### src/rtl/kss_cmp.sv
// kss_cmp: shared ordering compare, true when edge a goes strictly before b
// depends on nothing but its ports
module kss_cmp (
	input  logic [31:0] a_effort,
	input  logic [31:0] a_profit,
	input  logic [31:0] b_effort,
	input  logic [31:0] b_profit,
	output logic        before_ab
);
	always_comb begin
		if (a_effort != b_effort) begin
			before_ab = a_effort < b_effort;
		end else begin
			before_ab = a_profit > b_profit;
		end
	end
endmodule

### config.mk
export PLATFORM = sky130hd
export DESIGN_NAME = kss_cmp
export DESIGN_NICKNAME = d
export VERILOG_FILES = /design/src/rtl/kss_cmp.sv
export SDC_FILE = /design/constraint.sdc
export NUM_CORES = 1
export LEC_CHECK = 0
export BUFFER_PORTS_ARGS = -buffer_cell sky130_fd_sc_hd__buf_2
export CAP_MARGIN = 0
export CORE_ASPECT_RATIO = 1.2
export CORE_UTILIZATION = 42
export DETAILED_ROUTE_END_ITERATION = 8
export GPL_ROUTABILITY_DRIVEN = 0
export PLACE_DENSITY = 0.83
export RECOVER_POWER = 50
export SYNTH_ARGS = -nofsm -noshare
export SYNTH_HDL_FRONTEND = slang
export SYNTH_SLANG_ARGS = --single-unit
### constraint.sdc
create_clock -name vclk -period 2.25
set_input_delay 0 -clock vclk [all_inputs]
set_output_delay 0 -clock vclk [all_outputs]
set_load 0.005 [all_outputs]
After elaboration in Yosys (flattened, before gate mapping). Cells that the tools add are included.

Bits in registers: 0. Input port bits: 128.

Magnitude comparators: 2. Equality and inequality tests: 1. Muxes and demuxes: 1.

Operators with widths (count): greater-than comparator 32 bit (1); < comparator 32 bit (1); inequality test 32 bit (1); 2-to-1 mux 1 bit (1).

Longest topological paths before layout. Gate-level depths: netlist (run 1).

Depth in word-level cells: 2. Depth in mapped cells: 8. Mapped depth without buffers: 8.

Worst setup path before layout (run 1). Ideal clock, no wire load.

Kind: input -> output. Start: input b_profit[14]. End: output before_ab. Arrival: 1.579 ns. Required time: 2.250 ns. Path slack: 0.671 ns. Stages: 8. Cell sequence: inv_1 -> ha_1 -> nand4_2 -> or4_4 -> a21oi_2 -> o31ai_1 -> a221o_1 -> o21ai_2.

Cells in the longest elaborated chain, start to end: 2.

Ends and longest elaborated chain: from (decl) (RTL line 7) `input logic [31:0] b_profit,`; greater-than comparator 32 bit (RTL line 14) `before_ab = a_profit > b_profit;`; 2-to-1 mux 1 bit (RTL line 11) `if (a_effort != b_effort) begin`; to (decl) (RTL line 8) `output logic before_ab`.

Every way passes these cells.

Final worst setup path (run 1).
Start: input a_profit[14]. End: output before_ab.

Cells in the longest elaborated chain, start to end: 2.

Ends and longest elaborated chain: from (decl) (RTL line 5) `input logic [31:0] a_profit,`; greater-than comparator 32 bit (RTL line 14); 2-to-1 mux 1 bit (RTL line 11).

Every way passes these cells.

==> impl_metrics.env, run 1 <==
export IMPL_antennaDiodeCount=0
export IMPL_final_antenna_net_count=0
export IMPL_period_share_pct=84.6
export IMPL_dr_pass1_iters=4
export IMPL_ys_top_cells_by_area="ha_1 (50%), inv_1 (15%), a21oi_1 (8.4%), nand4_1 (5.4%), nand3_1 (2.8%)"
export IMPL_synth_seq_area_share_pct=0
export IMPL_worstSetupPathType="input port to primary output"
export IMPL_power_switching_mw=0.160
export IMPL_fmax_mhz=526
export IMPL_portBuffers=129
export IMPL_n_clock_buffer=0
export IMPL_synth_cells=227
export IMPL_grt_antenna_before_repair=0
export IMPL_start_util_pct=44.0
export IMPL_cp_top_family="simple AND/OR/NAND/NOR gates"
export IMPL_cpMostUsedCell="buf_2"
export IMPL_hold_buffers=0
export IMPL_crit_path_cell_trace="buf_2 > ha_1 > nand4_1 > or4_4 > a21oi_2 > o31ai_1 > a221o_1 > o21ai_2 > buf_2"
export IMPL_dieWidth_microns=58.5
export IMPL_grt_pass1_wl_microns=6450
export IMPL_crit_slowest_cell="or4_4"
export IMPL_worstSetupEndpointType="primary output"
export IMPL_die_area_sq_um=4090
export IMPL_fillers=358
export IMPL_seq_cells=0
export IMPL_maxCapViolCount=0
export IMPL_cts_setup_buffers=0
export IMPL_netlist_area_sq_um=1610
export IMPL_overflow=0
export IMPL_core_area_sq_um=3660
export IMPL_dp_hpwl_microns=3760
export IMPL_wl_microns=3900
export IMPL_status="complete, no violations"
export IMPL_crit_required_ps=2250
export IMPL_crit_arrival_ps=1900
export IMPL_synth_top_area_share_pct=49.7
export IMPL_setup_viol=0
export IMPL_dpl_cell_count=408
export IMPL_yosysTopAreaCell="ha_1"
export IMPL_fin_crit_ps=1900
export IMPL_wl_per_cell_microns=9.55
export IMPL_cp_num_buf_inv=2
export IMPL_vias=1962
export IMPL_placed_area_sq_um=2320
export IMPL_postSynthNetCount=419
export IMPL_power_density_nw_per_um2=151
export IMPL_yosysWarnings=0
export IMPL_switching_share_pct=45.7
export IMPL_rsz0062_at_grt="false"
export IMPL_yosysUniqueCellTypes=23
export IMPL_grt_max_degree=5
export IMPL_p_int_mw=0.190
export IMPL_final_cells=408
export IMPL_rows=24
export IMPL_cpPeakStageDelay_ps=570
export IMPL_tightest_slew_ps=394
export IMPL_area_delta_synth_final_pct=43.7
export IMPL_ios=129
export IMPL_crit_path_max_fanout=3
export IMPL_synth_common_cells="inv_1 (65), ha_1 (64), a21oi_1 (27)"
export IMPL_drive_gt1_share_pct=37.1
export IMPL_clkPwrFrac_pct=0
export IMPL_grt_pass1_vias=1860
export IMPL_cts_resized=0
export IMPL_final_cell_area_sq_um=2320
export IMPL_yosysMostFrequentCell="inv_1"
export IMPL_startpoint_type="input port"
export IMPL_syn_area_per_cell_sq_um=7.10
export IMPL_ir_worst_vdd_mv=0.0862
export IMPL_viasPerCell=4.81
export IMPL_leakagePower_nw=1.53
export IMPL_seqPwrFrac_pct=0
export IMPL_die_y_microns=69.9
export IMPL_fin_tns_setup_ps=0
export IMPL_hold_class="input port to primary output"
export IMPL_power_frac_comb_pct=100.0
export IMPL_grt_usage_pct=18.6
export IMPL_nNetsFinal=550
export IMPL_drv_slew=0
export IMPL_slew_headroom_pct=73.5
export IMPL_drt_initial_drc_count=36
export IMPL_hold_viol_final=0
export IMPL_drc=0
export IMPL_seq_area_sq_um=0
area by class of cell:
type	count	area, sq um	area share, %
inverters	65	244	10.5
multi-input cells	162	1360	58.8
well taps	52	65.1	2.81
repair buffers	129	646	27.9
cells in the final DEF, fill, tap and decap left out, drive strengths merged:
cell type  count
a211oi         1
a21boi         2
a21o           6
a21oi         28
a221o          3
a221oi         1
and4           1
buf          129
ha            64
inv           65
nand2         11
nand3          9
nand4         15
nor2           5
nor2b          1
nor3           1
nor4           3
o211ai         1
o21ai          7
o31ai          2
or4            1
final timing paths:
| check | end | slack (ps) | from | depth (start not counted) |
|---|---|---|---|---|
| max | before_ab | 350 | a_profit[14] | 9 |
| min | before_ab | 520 | a_effort[31] | 6 |
power groups by stage:
stage	clock [mW]	sequential, mW	combinational [mW]
3_5_place_dp	0	0	0.356
5_1_grt	0	0	0.410
2_1_floorplan	0	0	0.197
4_1_cts	0	0	0.357
6_report	0	0	0.350
3_3_place_gp	0	0	0.342
worst min-delay path, delay by kind of cell:
kind	cells	cell delay [ps]
fa+ha+maj	1	130
buf+inv	2	200
simple gates	1	100
compound gates	2	100
metrics by stage:
stage	hold slack, ps	utilization [%]	setup WS [ps]	power (mW)
detailed placement	527	63.4	375	0.356
floorplan	309	-	671	0.197
CTS	524	63.4	370	0.357
global placement	522	63.4	401	0.342
finish	520	63.2	347	0.350
global route	545	63.2	224	0.410
layer usage:
| metal | share of wire (%) | GRT usage (%) | vias up |
|---|---|---|---|
| met5 | 0 | 0 | - |
| li1 | - | - | 1058 |
| met3 | 7.2 | 1.85 | 2 |
| met2 | 53 | 39.5 | 78 |
| met1 | 39 | 18.8 | 824 |
| met4 | 0.44 | 2.65 | 0 |
logic make-up (layout without fill, tap and decap cells):
logic type                 Yosys count  after routing  share of synthesized area (%)
AOI/OAI and AO/OA                   51             51                           19.3
adders and majority gates           64             64                           49.7
and+or+nand+nor                     47             47                           15.8
buffers and inverters               65            194                           15.1
Power figures use the tool's default switching activity.
==> inputs of run 2 (changes only) <==
==> constraint.sdc (replaced) <==
create_clock -name vclk -period 1.8
set_input_delay 0 -clock vclk [all_inputs]
set_output_delay 0 -clock vclk [all_outputs]
set_load 0.005 [all_outputs]
==> run 2 against run 1 <==
Final cell count grew 1.5%. Utilization grew 4.9 points. Non-clock buffer count grew 6. Wire length grew 9.6%. The flow now finishes with violations (negative setup slack). Total power grew 42%. Flip-flop and latch count is the same. Worst hold slack gained 17 ps. First-iteration DRC count shrank 5.6%.
==> impl_metrics.env, run 2 (synthesis gave the netlist of run 1 again) <==
export IMPL_final_cells=414
export IMPL_mostFrequentLayoutCells="buf_2 (121), inv_1 (61), ha_1 (60)"
export IMPL_hold_buffers=0
export IMPL_pre_cts_ws_ps=-46.5
export IMPL_crit_required_ps=1800
export IMPL_status="finished, violations left"
export IMPL_seq_cells=0
export IMPL_portBuffers=129
export IMPL_hold_start="a_effort[31]"
export IMPL_worstSetupPathType="input port to primary output"
export IMPL_hold_viol_final=0
export IMPL_setup_viol=1
export IMPL_maxCapViolCount=0
export IMPL_fin_crit_ps=1810
export IMPL_rows=24
export IMPL_dpl_cell_count=413
export IMPL_cp_startpoint="b_profit[15]"
export IMPL_fin_ws_ps=-12.5
export IMPL_final_antenna_net_count=0
export IMPL_crit_path_max_fanout=2
export IMPL_crit_arrival_ps=1810
export IMPL_rsz0062_at_grt="true"
export IMPL_ios=129
export IMPL_die_y_microns=69.9
export IMPL_ir_worst_vdd_mv=0.111
export IMPL_dieWidth_microns=58.5
export IMPL_antennaDiodeCount=0
export IMPL_period_share_pct=101
export IMPL_wl_microns=4270
export IMPL_fmax_mhz=552
export IMPL_core_area_sq_um=3660
export IMPL_leakagePower_nw=1.57
export IMPL_dr_pass1_iters=4
export IMPL_seq_area_sq_um=0
export IMPL_grt_antenna_before_repair=0
export IMPL_n_clock_buffer=0
export IMPL_nNetsFinal=556
export IMPL_grt_pass1_wl_microns=6690
export IMPL_grt_max_degree=5
export IMPL_placed_area_sq_um=2360
export IMPL_wl_per_cell_microns=10.3
export IMPL_grt_pass1_vias=1918
export IMPL_startpoint_type="input port"
export IMPL_vias=2030
export IMPL_fin_tns_setup_ps=-12.5
export IMPL_worstSetupEndpointType="primary output"
export IMPL_final_cell_area_sq_um=2500
export IMPL_power_density_nw_per_um2=199
export IMPL_grt_usage_pct=19.4
export IMPL_die_area_sq_um=4090
export IMPL_drc=0
export IMPL_dp_hpwl_microns=3850
export IMPL_slew_headroom_pct=74.4
export IMPL_drv_slew=0
export IMPL_final_common_cell="buf_2"
export IMPL_fillers=335
export IMPL_hold_ws_ps=538
export IMPL_tightest_slew_ps=380
export IMPL_area_delta_synth_final_pct=54.9
export IMPL_viasPerCell=4.90
export IMPL_violations="negative setup slack"
export IMPL_start_util_pct=44.0
export IMPL_hold_class="input port to primary output"
export IMPL_drive_gt1_share_pct=41.4
export IMPL_drt_initial_drc_count=34
export IMPL_overflow=0
-- run 2: cell types whose count changed in the layout (fill, tap and decap cells not counted), sizes merged --
cell  delta
buf      +6
-- run 2: routing by layer --
metal  global-route usage (%)  part of all wire [%]  routed length, microns
met1                     20.1                    38                    1620
met2                     41.3                    54                    2310
met3                     2.41                   7.8                     331
met4                        0                     0                       0
met5                        0                     0                       0
-- run 2: report_power, final --
part	leakage (nW)	total [mW]	internal, mW	switching, mW
clock network	0	0	0	0
registers	0	0	0	0
logic	1.57	0.496	0.275	0.221
-- run 2: cell type report --
class	instances	area (sq um)	share of cell area, %
repair buffers	135	741	29.7
multi-input cells	162	1440	57.8
well taps	52	65.1	2.61
inverters	65	246	9.87
-- run 2: worst max-delay path, cell delays in order --
cell and delay [ps]:
buf_6 70, inv_2 40, ha_4 270, nand4_4 100, or4_4 550, a21oi_2 140, o31ai_2 80, a221o_1 380
o21ai_2 60, buf_2 130
-- run 2: per-stage QoR --
stage	power [mW]	utilization, %
5_1_grt	0.575	68.1
3_3_place_gp	0.439	64.4
2_1_floorplan	0.246	-
4_1_cts	0.468	65.4
3_5_place_dp	0.456	64.4
6_report	0.496	68.1
-- run 2: worst paths after layout --
| path | slack, ps | to | depth (start not counted) |
|---|---|---|---|
| min | 540 | before_ab | 6 |
| max | -10 | before_ab | 10 |
-- run 2: timing repair --
item / 4_1_cts / 5_1_grt
resized for setup: 3 / 18
setup buffers: 0 / 1
hold endpoints to repair: 0 / 0
endpoints found under the setup margin: 1 / 1
pin swaps: 1 / 9
==> inputs of run 3 (changes only) <==
--- a/config.mk
+++ b/config.mk
@@ -5,13 +5,16 @@
 export SDC_FILE = /design/constraint.sdc
 export NUM_CORES = 1
 export LEC_CHECK = 0
+export ABC_AREA = 1
 export BUFFER_PORTS_ARGS = -buffer_cell sky130_fd_sc_hd__buf_2
 export CAP_MARGIN = 0
+export CELL_PAD_IN_SITES_DETAIL_PLACEMENT = 1
+export CELL_PAD_IN_SITES_GLOBAL_PLACEMENT = 1
 export CORE_ASPECT_RATIO = 1.2
-export CORE_UTILIZATION = 42
+export CORE_UTILIZATION = 27
 export DETAILED_ROUTE_END_ITERATION = 8
 export GPL_ROUTABILITY_DRIVEN = 0
-export PLACE_DENSITY = 0.83
+export PLACE_DENSITY = 0.82
 export RECOVER_POWER = 50
 export SYNTH_ARGS = -nofsm -noshare
 export SYNTH_HDL_FRONTEND = slang
==> run 3 against run 2 <==
Die area is 66% higher. Area after synthesis increased by 8.4%. First-iteration DRC count fell by 56%. Fmax is 32% higher. Final area fell by 0.15%. Setup slack improved by 440 ps. Combinational power decreased by 0.8%. Global-route usage down 4.7 points. The flow now finishes without violations. Critical path depth grew 2. Non-clock buffer count shrank 6. Critical path type unchanged.
==> impl_metrics.env, run 3 <==
export IMPL_final_cell_area_sq_um=2490
export IMPL_crit_arrival_ps=1380
export IMPL_power_switching_mw=0.244
export IMPL_seq_cells=0
export IMPL_yosysUniqueCellTypes=22
export IMPL_yosysMostFrequentCell="inv_1"
export IMPL_clkPwrFrac_pct=0
export IMPL_portBuffers=129
export IMPL_seq_area_sq_um=0
export IMPL_antennaDiodeCount=0
export IMPL_ios=129
export IMPL_viasPerCell=4.39
export IMPL_wl_per_cell_microns=10.2
export IMPL_tightest_slew_ps=288
export IMPL_syn_area_per_cell_sq_um=6.33
export IMPL_drt_initial_drc_count=15
export IMPL_vias=2139
export IMPL_core_area_sq_um=6130
export IMPL_mostFrequentLayoutCells="buf_2 (129), inv_1 (73), ha_1 (64)"
export IMPL_overflow=0
export IMPL_p_int_mw=0.247
export IMPL_power_density_nw_per_um2=197
export IMPL_hold_buffers=0
export IMPL_synth_common_cells="inv_1 (73), ha_1 (64), nand2_1 (59)"
export IMPL_area_delta_synth_final_pct=42.7
export IMPL_die_y_microns=90.1
export IMPL_final_antenna_net_count=0
export IMPL_grt_pass1_vias=2219
export IMPL_worstSetupPathType="input port to primary output"
export IMPL_rows=31
export IMPL_rsz0062_at_grt="false"
export IMPL_n_clock_buffer=0
export IMPL_drc=0
export IMPL_grt_pass1_wl_microns=8300
export IMPL_worstSetupEndpointType="primary output"
export IMPL_slew_headroom_pct=80.7
export IMPL_power_frac_comb_pct=100.0
export IMPL_dpl_cell_count=487
export IMPL_synth_seq_area_share_pct=0
export IMPL_synth_cells=276
export IMPL_fmax_mhz=727
export IMPL_cts_setup_buffers=0
export IMPL_crit_path_max_fanout=2
export IMPL_final_util_pct=40.7
export IMPL_dieWidth_microns=75.4
export IMPL_postSynthNetCount=468
export IMPL_status="complete, no violations"
export IMPL_drv_slew=0
export IMPL_grt_usage_pct=14.7
export IMPL_yosysTopAreaCell="ha_1"
export IMPL_leakagePower_nw=1.68
export IMPL_placed_area_sq_um=2490
export IMPL_yosysWarnings=0
export IMPL_wl_microns=4980
export IMPL_ir_worst_vdd_mv=0.0652
export IMPL_setup_viol=0
export IMPL_hold_viol_final=0
export IMPL_dr_pass1_iters=4
export IMPL_grt_max_degree=4
export IMPL_startpoint_type="input port"
export IMPL_final_common_cell="buf_2"
export IMPL_switching_share_pct=49.7
export IMPL_cts_resized=0
export IMPL_nNetsFinal=599
export IMPL_start_util_pct=28.5
export IMPL_die_area_sq_um=6800
export IMPL_power_total_mw=0.492
export IMPL_fillers=873
export IMPL_fin_crit_ps=1380
export IMPL_fin_tns_setup_ps=0
export IMPL_synth_top_area_share_pct=45.8
export IMPL_ys_top_cells_by_area="ha_1 (46%), inv_1 (16%), nand2_1 (13%), a21oi_1 (8.9%), nor2_1 (3.2%)"
export IMPL_drive_gt1_share_pct=35.6
export IMPL_netlist_area_sq_um=1750
export IMPL_final_cells=487
export IMPL_period_share_pct=76.4
export IMPL_grt_antenna_before_repair=0
export IMPL_hold_class="input port to primary output"
export IMPL_dp_hpwl_microns=4930
export IMPL_crit_required_ps=1800
export IMPL_seqPwrFrac_pct=0
export IMPL_maxCapViolCount=0
run 3: path summary, 6_finish.rpt:
kind                  cells after the start  slack [ps]          from        end
worst min-delay path                      9         650  a_profit[23]  before_ab
worst max-delay path                     12         420  a_effort[31]  before_ab
run 3: power groups by stage:
| stage | combinational [mW] | sequential [mW] | clock, mW |
|---|---|---|---|
| floorplan | 0.284 | 0 | 0 |
| global placement | 0.475 | 0 | 0 |
| detailed placement | 0.503 | 0 | 0 |
| CTS | 0.507 | 0 | 0 |
| global route | 0.580 | 0 | 0 |
| finish | 0.492 | 0 | 0 |
run 3: metrics by stage:
step	hold slack (ps)	worst slack, ps
finish	650	425
global route	742	279
CTS	659	414
detailed placement	657	419
global placement	643	422
floorplan	402	848
run 3: cell families (layout without fill, tap and decap cells):
| family | after synthesis | count (layout) | share of synthesized area, % |
|---|---|---|---|
| compound gates | 43 | 43 | 13.0 |
| fa+ha+maj | 64 | 64 | 45.8 |
| buf+inv | 75 | 204 | 16.1 |
| simple gates | 94 | 94 | 25.1 |
run 3: per-layer routing:
| layer | GRT usage [%] | up-vias | part of all wire [%] |
|---|---|---|---|
| met4 | 0.309 | 0 | 0.16 |
| met5 | 0 | - | 0 |
| met2 | 31.6 | 73 | 56 |
| met1 | 14.4 | 930 | 36 |
| met3 | 2.02 | 2 | 7.5 |
| li1 | - | 1134 | - |
run 3: cell type report:
class | count | area, sq um | area share (%)
inverter | 75 | 282 | 11.3
multi-input combinational | 201 | 1460 | 58.7
tap | 82 | 103 | 4.12
timing repair buffer | 129 | 646 | 25.9
run 3: critical path: stages:
cell and delay [ps]:
buf_2 100, ha_1 280, nand2_1 80, nor2_1 190, nand4_2 130, nor2_2 130, nand2_1 90, nand2_1 70
nor2_1 40, nand2_1 80, nand2_1 60, buf_2 120
